$ cat src/ati_pkg.sv
package ati_pkg;

  localparam int DEF_SLOTS = 64;

  localparam logic [31:0] EMPTY_MARK = 32'hFFFF_FFFF;

  localparam logic [2:0] REQ_SET_ROOT  = 3'd0;
  localparam logic [2:0] REQ_INS_LEFT  = 3'd1;
  localparam logic [2:0] REQ_INS_RIGHT = 3'd2;
  localparam logic [2:0] REQ_PREORDER  = 3'd3;
  localparam logic [2:0] REQ_INORDER   = 3'd4;
  localparam logic [2:0] REQ_POSTORDER = 3'd5;

  localparam logic [1:0] ST_OK    = 2'd0;
  localparam logic [1:0] ST_RANGE = 2'd1;
  localparam logic [1:0] ST_EMPTY = 2'd2;

  typedef enum logic [1:0] {
    ORD_PRE,
    ORD_IN,
    ORD_POST
  } order_t;

  typedef struct packed {
    logic               strobe;
    logic signed [31:0] value;
    logic [1:0]         status;
    logic               last;
  } result_t;

endpackage

$ cat src/ati_store.sv
module ati_store import ati_pkg::*; #(
  parameter int SLOTS = DEF_SLOTS,
  localparam int IW = $clog2(SLOTS)
) (
  input  logic              clk,
  input  logic              rst,
  input  logic              wr_en,
  input  logic [IW-1:0]     wr_addr,
  input  logic [31:0]       wr_data,
  input  logic              rd_en,
  input  logic [IW-1:0]     rd_addr,
  output logic [31:0]       rd_data,
  output logic              rd_valid
);

  logic [31:0]    mem [SLOTS];
  logic [SLOTS-1:0] valid;

  always_ff @(posedge clk) begin
    if (wr_en) begin
      mem[wr_addr] <= wr_data;
    end
    if (rd_en) begin
      rd_data <= mem[rd_addr];
    end
  end

  always_ff @(posedge clk) begin
    if (rst) begin
      valid    <= '0;
      rd_valid <= 1'b0;
    end else begin
      if (wr_en) begin
        valid[wr_addr] <= 1'b1;
      end
      rd_valid <= rd_en && valid[rd_addr];
    end
  end

endmodule

$ cat src/ati_walker.sv
module ati_walker import ati_pkg::*; #(
  parameter int SLOTS = DEF_SLOTS,
  localparam int IW = $clog2(SLOTS),
  localparam int AW = IW + 1
) (
  input  logic          clk,
  input  logic          rst,
  input  logic          go,
  input  order_t        go_order,
  output logic          busy,
  output logic          rd_en,
  output logic [IW-1:0] rd_addr,
  input  logic [31:0]   rd_data,
  input  logic          rd_valid,
  output result_t       res
);

  typedef enum logic [1:0] {
    S_IDLE,
    S_FETCH,
    S_EVAL,
    S_FLUSH
  } state_t;

  localparam logic [AW-1:0] SLOTS_A = AW'(SLOTS);
  localparam logic [AW-1:0] ROOT    = AW'(1);

  state_t        state;
  order_t        order;
  logic [AW-1:0] addr;
  logic          up;
  logic          right;
  logic [31:0]   pend;
  logic          have_pend;

  logic [AW-1:0] addr_next;
  logic          up_next;
  logic          right_next;
  logic          emit;
  logic          finish;
  logic          empty;
  logic          live;

  assign busy    = (state != S_IDLE);
  assign rd_en   = (state == S_FETCH) && (addr < SLOTS_A);
  assign rd_addr = addr[IW-1:0];
  assign live    = rd_valid && (rd_data != EMPTY_MARK);

  // stackless walk: down into a slot, or up into the parent from one side
  always_comb begin
    addr_next  = addr;
    up_next    = up;
    right_next = right;
    emit       = 1'b0;
    finish     = 1'b0;
    empty      = 1'b0;
    if (!up) begin
      if (live) begin
        emit      = (order == ORD_PRE);
        addr_next = {addr[AW-2:0], 1'b0};
      end else if (addr == ROOT) begin
        empty = 1'b1;
      end else begin
        up_next    = 1'b1;
        right_next = addr[0];
        addr_next  = addr >> 1;
      end
    end else if (!right) begin
      emit      = (order == ORD_IN);
      addr_next = {addr[AW-2:0], 1'b1};
      up_next   = 1'b0;
    end else begin
      emit = (order == ORD_POST);
      if (addr == ROOT) begin
        finish = 1'b1;
      end else begin
        right_next = addr[0];
        addr_next  = addr >> 1;
      end
    end
  end

  always_ff @(posedge clk) begin
    if (rst) begin
      state      <= S_IDLE;
      res.strobe <= 1'b0;
      have_pend  <= 1'b0;
    end else begin
      res.strobe <= 1'b0;
      unique case (state)
        S_IDLE: begin
          if (go) begin
            order     <= go_order;
            addr      <= ROOT;
            up        <= 1'b0;
            right     <= 1'b0;
            have_pend <= 1'b0;
            state     <= S_FETCH;
          end
        end
        S_FETCH: begin
          state <= S_EVAL;
        end
        S_EVAL: begin
          if (empty) begin
            res.strobe <= 1'b1;
            res.value  <= '0;
            res.status <= ST_EMPTY;
            res.last   <= 1'b1;
            state      <= S_IDLE;
          end else begin
            // hold one value back so the final one can carry last
            if (emit) begin
              if (have_pend) begin
                res.strobe <= 1'b1;
                res.value  <= pend;
                res.status <= ST_OK;
                res.last   <= 1'b0;
              end
              pend      <= rd_data;
              have_pend <= 1'b1;
            end
            addr  <= addr_next;
            up    <= up_next;
            right <= right_next;
            state <= finish ? S_FLUSH : S_FETCH;
          end
        end
        S_FLUSH: begin
          res.strobe <= 1'b1;
          res.value  <= pend;
          res.status <= ST_OK;
          res.last   <= 1'b1;
          state      <= S_IDLE;
        end
        default: begin
          state <= S_IDLE;
        end
      endcase
    end
  end

endmodule

$ cat src/array_tree_insert_and_traverse_top.sv
// Binary tree kept in SLOTS slots, children of slot p at 2p and 2p+1, root in
// slot 1, all slots empty after reset. An item is taken when start is high and
// busy is low. Set root and inserts leave busy low, and the single reply
// appears on the next cycle. A walk raises busy and runs the address
// sequencer step by step, each step a store read (S_FETCH) and then an
// evaluate (S_EVAL), a step being a visit to a slot or a return to it from
// one side, with a step also for each empty or out-of-range probe; S_FLUSH
// then sends the held final value, and a walk of an empty tree gives a
// single empty reply. Results come out at most one per cycle on
// result_strobe with last on the final one, and must be taken when shown:
// the receiver cannot stall the block.
module array_tree_insert_and_traverse_top import ati_pkg::*; #(
  parameter int SLOTS = DEF_SLOTS,
  localparam int IW = $clog2(SLOTS)
) (
  input  logic               clk,
  input  logic               rst,
  input  logic               start,
  output logic               busy,
  input  logic [2:0]         req_type,
  input  logic [5:0]         parent_index,
  input  logic signed [31:0] node_value,
  output logic               result_strobe,
  output logic signed [31:0] out_value,
  output logic [1:0]         status,
  output logic               last
);

  localparam logic [6:0] SLOTS_C = 7'(SLOTS);

  logic          accept;
  logic          is_ins;
  logic          is_walk;
  logic [6:0]    child;
  logic          wr_en;
  logic [IW-1:0] wr_addr;
  order_t        walk_order;

  logic          rd_en;
  logic [IW-1:0] rd_addr;
  logic [31:0]   rd_data;
  logic          rd_valid;
  logic          walk_busy;
  result_t       wres;
  result_t       rep;

  assign accept  = start && !busy;
  assign is_ins  = (req_type == REQ_INS_LEFT) || (req_type == REQ_INS_RIGHT);
  assign is_walk = (req_type == REQ_PREORDER) || (req_type == REQ_INORDER) ||
                   (req_type == REQ_POSTORDER);
  assign child   = {parent_index, (req_type == REQ_INS_RIGHT)};

  always_comb begin
    wr_en   = 1'b0;
    wr_addr = IW'(1);
    if (accept) begin
      if (req_type == REQ_SET_ROOT) begin
        wr_en = 1'b1;
      end else if (is_ins && (child < SLOTS_C)) begin
        wr_en   = 1'b1;
        wr_addr = child[IW-1:0];
      end
    end
  end

  always_comb begin
    unique case (req_type)
      REQ_INORDER:   walk_order = ORD_IN;
      REQ_POSTORDER: walk_order = ORD_POST;
      default:       walk_order = ORD_PRE;
    endcase
  end

  always_ff @(posedge clk) begin
    if (rst) begin
      rep.strobe <= 1'b0;
    end else begin
      rep.strobe <= accept && (is_ins || (req_type == REQ_SET_ROOT));
      rep.value  <= '0;
      rep.last   <= 1'b1;
      rep.status <= (is_ins && !(child < SLOTS_C)) ? ST_RANGE : ST_OK;
    end
  end

  ati_store #(
    .SLOTS (SLOTS)
  ) u_store (
    .clk      (clk),
    .rst      (rst),
    .wr_en    (wr_en),
    .wr_addr  (wr_addr),
    .wr_data  (node_value),
    .rd_en    (rd_en),
    .rd_addr  (rd_addr),
    .rd_data  (rd_data),
    .rd_valid (rd_valid)
  );

  ati_walker #(
    .SLOTS (SLOTS)
  ) u_walker (
    .clk      (clk),
    .rst      (rst),
    .go       (accept && is_walk),
    .go_order (walk_order),
    .busy     (walk_busy),
    .rd_en    (rd_en),
    .rd_addr  (rd_addr),
    .rd_data  (rd_data),
    .rd_valid (rd_valid),
    .res      (wres)
  );

  assign busy          = walk_busy;
  assign result_strobe = wres.strobe || rep.strobe;
  assign out_value     = wres.strobe ? wres.value  : rep.value;
  assign status        = wres.strobe ? wres.status : rep.status;
  assign last          = wres.strobe ? wres.last   : rep.last;

endmodule

$ cat config.mk
export PLATFORM = sky130hd
export DESIGN_NAME = array_tree_insert_and_traverse_top
export DESIGN_NICKNAME = d
export VERILOG_FILES = /design/src/ati_pkg.sv /design/src/ati_store.sv /design/src/ati_walker.sv /design/src/array_tree_insert_and_traverse_top.sv
export SDC_FILE = /design/constraint.sdc
export NUM_CORES = 2
export LEC_CHECK = 0
export BUFFER_PORTS_ARGS = -buffer_cell sky130_fd_sc_hd__clkbuf_2
export CAP_MARGIN = 20
export CORE_UTILIZATION = 30
export DETAILED_ROUTE_END_ITERATION = 8
export GPL_TIMING_DRIVEN = 0
export SLEW_MARGIN = 10
export SYNTH_ARGS = -nofsm -noshare
export SYNTH_HDL_FRONTEND = slang
export SYNTH_SLANG_ARGS = --single-unit
$ cat constraint.sdc
create_clock -name clk -period 7.8 [get_ports clk]
set_clock_uncertainty 0.2 [all_clocks]
set_input_delay 0.39 -clock clk [delete_from_list [all_inputs] [get_ports clk]]
set_output_delay 0.39 -clock clk [all_outputs]
set_load 0.03 [all_outputs]
Yosys cells after proc, flatten, opt, wreduce, memory -nomap -nowiden
Memory sizes are Yosys's and may differ from the RTL's. A register that Yosys moved wholly into a read port is not among the register bits.
Index checks and enable logic that the tools add are counted.
{"block": "op_classes", "n_lt_le_gt_ge": 5, "n_eq_ne": 19, "mux": 57, "n_bitwise": 3, "n_reduce_logical": 28}
{"operator": "$mux 36", "count": 3}
{"operator": "$pmux 36 s2", "count": 1}
{"operator": "$or 64x64->64", "count": 1}
{"operator": "$mux 7", "count": 6}
{"operator": "$mux 32", "count": 1}
{"operator": "$ne 32x32->1 const B", "count": 1}
{"operator": "$mux 1", "count": 31}
{"operator": "$mux 6", "count": 3}
{"operator": "$reduce_and 4->1", "count": 4}
{"operator": "$lt 6x7->1 const B", "count": 2}
{"operator": "$lt 7x7->1 const B", "count": 2}
{"operator": "$pmux 7 s2", "count": 1}
{"operator": "$logic_and 1x1->1", "count": 9}
{"operator": "$mux 2", "count": 4}
{"operator": "$pmux 2 s4", "count": 1}
{"operator": "$eq 7x1->1 const B", "count": 1}
{"operator": "$bmux 1 s6", "count": 1}
{"operator": "$demux 1 s6", "count": 1}
{"operator": "$eq 2x2->1 const B", "count": 3}
{"operator": "$eq 3x2->1 const B", "count": 2}
{"operator": "$eq 3x3->1 const B", "count": 2}
{"operator": "$ge 6x1->1 const B", "count": 1}
{"operator": "$ne 3x1->1 const B", "count": 2}
{"operator": "$ne 3x2->1 const B", "count": 2}
{"operator": "other kinds (14)", "count": 27}
{"block": "word_totals", "regBits": 150, "mem_bits_rw": 2048, "inputBits": 44, "output_inout_bits": 37, "elab_cells": 128, "mem_count": 1}
{"memory": "u_store.mem", "words": 64, "word_bits": 32, "read_ports": 1, "rd_clocked_by_memory_dff": 1, "write_ports": 1, "line_no": "ati_store.sv:16", "source": "logic [31:0] mem [SLOTS];"}

Depth between registers and ports, before layout
{"block": "depth", "ltp_word": 11, "mapped_depth": 11, "mapped_depth_nobuf": 6}

Cells and area by module
Synthesis repeated with hierarchy kept, for this count alone.
{"block": "unflattened", "hier_cells": 3996, "area_unflattened_um2": 84845.1}
{"mod": "ati_store", "instances": 1, "cells_each": 3731, "area_per_inst_um2": 81207.9, "seq_area_each_um2": 63761.2}
{"mod": "ati_walker", "instances": 1, "cells_each": 202, "area_per_inst_um2": 3186.8, "seq_area_each_um2": 2392.3}
{"mod": "array_tree_insert_and_traverse_top", "instances": 1, "cells_each": 63, "area_per_inst_um2": 450.4, "seq_area_each_um2": 50.0}

Least setup slack after synthesis
No wires, ideal clock.
{"block": "synth_timing", "kind": "register to register", "start": "register u_walker.state[1]", "end": "memory u_store.mem[10][0], enable pin", "arrival_time_ps": 3045, "t_required_ps": 7177, "setup_slack_ps": 4132, "stages_incl_launch_ff": 7, "path_cell_list": "dfxtp_1 clkbuf_1 or3b_1 nor4_1 and2b_1 o311ai_1 nor2_1"}
{"block": "synth_between", "elab_chain_len": 6}
{"element": "start, declared", "line_no": "ati_walker.sv:28", "source": "state_t state;"}
{"element": "start signal, assigned", "line_no": "ati_walker.sv:126", "source": "state <= finish ? S_FLUSH : S_FETCH;"}
{"element": "$reduce_bool 2->1 *", "line_no": "ati_walker.sv:44", "source": "assign busy = (state != S_IDLE);"}
{"element": "$logic_not 1->1 *", "line_no": "array_tree_insert_and_traverse_top.sv:47", "source": "assign accept = start && !busy;"}
{"element": "$logic_and 1x1->1 *", "line_no": "array_tree_insert_and_traverse_top.sv:47"}
{"element": "$mux 1", "line_no": "array_tree_insert_and_traverse_top.sv:56", "source": "if (accept) begin"}
{"element": "$mux 1", "line_no": "ati_store.sv:20", "source": "if (wr_en) begin"}
{"element": "$mux 1 (implied by the code)", "line_no": "ati_store.sv:21", "source": "mem[wr_addr] <= wr_data;"}
{"element": "end, declared", "line_no": "ati_store.sv:16"}
Every way passes the cells marked *; elsewhere a longest branch is shown, timed or not.

Final worst setup path
{"block": "layout_timing", "start": "register u_walker.addr[1]", "end": "register u_store.rd_data[16], read port of u_store.mem (data pin)"}
{"block": "layout_between", "elab_chain_len": 2}
{"element": "start, declared", "line_no": "ati_walker.sv:30", "source": "logic [AW-1:0] addr;"}
{"element": "start signal, assigned", "line_no": "ati_walker.sv:123", "source": "addr <= addr_next;"}
{"element": "$lt 7x7->1", "line_no": "ati_walker.sv:45", "source": "assign rd_en = (state == S_FETCH) && (addr < SLOTS_A);"}
{"element": "$logic_and 1x1->1", "line_no": "ati_walker.sv:45"}
{"element": "end, declared", "line_no": "ati_store.sv:12", "source": "output logic [31:0] rd_data,"}
Several ways; a longest one is shown, not always the timed one.
A chain may end at the register's enable or synchronous reset.

==> results_dict.tcl <==
set metrics [dict create \
    grt_usage 0.1814 \
    crit_buf_inv 5 \
    total_power_mw 24.41 \
    grt_pass1_vias 42150 \
    die_x_um 534.2 \
    setup_violations 0 \
    p_leak_nw 31.38 \
    avgRoutedWirePerCell_um 32.21 \
    hold_violations 0 \
    overflow 0 \
    cpPeakStageDelay_ns 0.97 \
    swShare 0.2115 \
    drt_iter0_drc 7422 \
    cts_num_sinks 2228 \
    fin_crit_ns 5.330 \
    grt_max_degree 65 \
    first_pass_iters 8 \
    port_buffers 77 \
    synth-edff-count 2158 \
    synth_flop_cell "edfxtp_1" \
    numCtsBuffers 221 \
    clk_pin_slew_ns 0.06 \
    cts_max_path_buffers 3 \
    seq_area_frac_synth 0.7792 \
    setup_tns_ns 0 \
    tightest_slew_ns 1.237 \
    synth-seq-cells 2228 \
    required_ns 8.13 \
    synthesis.nets 3776 \
    p_sw_mw 5.163 \
    fin_nets 4228 \
    async_flop_share 0 \
    postRouteAntennaNets 0 \
    min-delay-start "node_value[31]" \
    crit_arrival_ns 5.67 \
    rsz0062_at_grt "false" \
    drc_errors 0 \
    layout_commonest_cell "edfxtp_1" \
    die_h_um 534.2 \
    rows 195 \
    syn2layout_area_growth_pct 18.55 \
    synth.avg_cell_area_um2 22.77 \
    pwr-share-seq 0.538 \
    antenna_found_initial 45 \
    yosys.cell_types.count 55 \
    dieArea_mm2 0.2853 \
    end_kind "register" \
    critPathLaunchType "register" \
    r2r-start "u_walker.addr[1]" \
    pwr-share-clk 0.430 \
    crit_type "register to register" \
    slew_headroom 0.1754 \
    place_congestion 0.9526 \
    cp_top_family "buffers and inverters" \
    worst_slack_ns 2.470 \
    final_cell_mix "2158 x edfxtp_1, 572 x mux4_2, 223 x clkbuf_16" \
    place_ws_ns 2.654 \
    dp_hpwl_mm 177.0 \
    vias_per_cell 5.361 \
    h-tree-depth 4 \
    outcome "complete, no violations" \
    startpoint "u_walker.addr[1]" \
    drive_above_1_share 0.2977 \
    pin_count 81 \
    hold_path.class "input pin to register" \
    fp.coreArea_mm2 0.2820 \
    finalWirelength_mm 262.0 \
    p_int_mw 19.25 \
    ir_drop_mv 0.2124 \
    pwr-share-comb 0.032 \
    syn_inst 3732 \
    cp_max_fo 10 \
    cts_tree "done" \
    critical-path-slowest-cell "clkbuf_1" \
    yosys_warnings 0 \
    synth_area_mm2 0.08496 \
    period_share 0.6834 \
    fmax_mhz 187.6 \
    start_util 0.3012 \
    root_buffer "clkbuf_16" \
    crit_chain "buf_4, buf_4, buf_2, clkbuf_1, buf_4, mux2i_1, o22ai_1, o21ai_0, nand2_1" \
    grt_pass1_wl_mm 353.7 \
    worst_path_most_repeated_cell "buf_4" \
    clkLatencyLatePin_ns 0.89 \
    dr_total_vias 43610 \
    p_per_area_mw_per_mm2 242.3 \
    maxCapViolCount 0 \
    slew_viol_final 0 \
    post-cts-setup-buffers 0 \
]
-- cells in the mapped netlist (all sizes together), types with 2 or more instances --
| cell type | number | area share |
|---|---|---|
| and3 | 4 | 0.00029 |
| and2 | 70 | 0.0052 |
| clkbuf | 88 | 0.0039 |
| nand4b | 3 | 0.00031 |
| or3 | 2 | 0.00015 |
| nand2b | 15 | 0.0011 |
| o31a | 3 | 0.00031 |
| nor2 | 121 | 0.0053 |
| nand4 | 9 | 0.00066 |
| dfxtp | 70 | 0.016 |
| a221oi | 21 | 0.0022 |
| o22ai | 54 | 0.0040 |
| o32ai | 5 | 0.00052 |
| or2 | 4 | 0.00029 |
| o21a | 69 | 0.0061 |
| o41ai | 10 | 0.0010 |
| nand3 | 12 | 0.00071 |
| o21ai | 46 | 0.0027 |
| nor4b | 2 | 0.00021 |
| a21boi | 2 | 0.00018 |
| buf | 117 | 0.0085 |
| mux4 | 572 | 0.15 |
| a2111oi | 11 | 0.0011 |
| nor4 | 3 | 0.00022 |
| a21oi | 11 | 0.00065 |
| o311ai | 2 | 0.00021 |
| inv | 6 | 0.00027 |
| nor3 | 21 | 0.0012 |
| mux2i | 120 | 0.014 |
| nor2b | 19 | 0.0014 |
| nand2 | 36 | 0.0016 |
| mux2 | 11 | 0.0015 |
| a22oi | 12 | 0.0011 |
| edfxtp | 2158 | 0.76 |
| o221ai | 2 | 0.00021 |
| nor3b | 3 | 0.00032 |
| a21o | 7 | 0.00062 |
| or4 | 2 | 0.00018 |
-- per-stage QoR --
step,area [um2],util,std cells,hold WS (ns)
3_5_place_dp,93320,0.3309,7681,0.2390
2_1_floorplan,84960,-,3732,0.2260
5_1_grt,100700,0.3570,8124,0.1126
6_report,100700,0.3571,8133,0.1064
3_3_place_gp,90030,0.3192,7552,0.2363
4_1_cts,100700,0.3569,8114,0.06753
-- cells by family (layout without fill, tap and decap cells) --
kind of cell / Yosys count / in the layout / synth area share
flip-flops: 2228 / 2228 / 0.7792
multiplexers: 703 / 703 / 0.1672
AND/OR/NAND/NOR: 329 / 329 / 0.01948
AO/OA/AOI/OAI: 260 / 260 / 0.02135
buffers and inverters: 211 / 853 / 0.01262
XOR/XNOR: 1 / 1 / 0.0001031
other: 0 / 16 / 0
-- power groups by stage --
| stage | Clock (mW) | Sequential (mW) | Combinational [mW] |
|---|---|---|---|
| final | 10.5 | 13.1 | 0.773 |
| after global routing | 11.1 | 13.1 | 0.788 |
| after CTS | 10.6 | 13.1 | 0.752 |
| after detailed placement | 0 | 13.4 | 0.741 |
| after global placement | 0 | 13.4 | 0.678 |
| after floorplan | 0 | 13.4 | 0.268 |
-- registers in the layout, indices dropped and copies added, names as in the netlist --
register            flops
rep                     2
u_store.mem          2048
u_store.rd_data        32
u_store.rd_valid        1
u_store.valid          64
u_walker.addr           7
u_walker.have_pend      1
u_walker.order          2
u_walker.pend          32
u_walker.res           35
u_walker.right          1
u_walker.state          2
u_walker.up             1
-- per-layer routing --
| layer | global-route usage | share of wire | vias up |
|---|---|---|---|
| li1 | - | - | 16780 |
| met1 | 0.2429 | 0.38 | 23370 |
| met2 | 0.2692 | 0.44 | 2854 |
| met3 | 0.05387 | 0.12 | 583 |
| met4 | 0.08805 | 0.055 | 18 |
| met5 | 0 | 0.00046 | - |
-- path summary, 6_finish.rpt --
path	endpoint	slack, ns	depth (start not counted)
worst max register to register	u_store.rd_data[16]	2.47	9
worst min register to register	u_walker.pend[10]	0.25	0
worst max-delay path	u_store.rd_data[16]	2.47	9
worst min-delay path	u_store.mem[23][31]	0.11	1
-- what timing repair did --
item | 4_1_cts | 5_1_grt
gates resized for setup | 0 | 0
hold buffers | 20 | 0
endpoints found under the hold margin | 441 | 0
-- cell type report --
cell class	count	area [um2]
tap	3743	4683
clock buffer	263	5771
fill	25660	181300
multi-input combinational	1293	18250
sequential	2228	66200
clock inverter	150	1368
inverter	6	22.52
antenna	16	40.04
buffer	205	1061
timing repair buffer	229	3328
No activity file was read; power rests on OpenSTA's default activity.
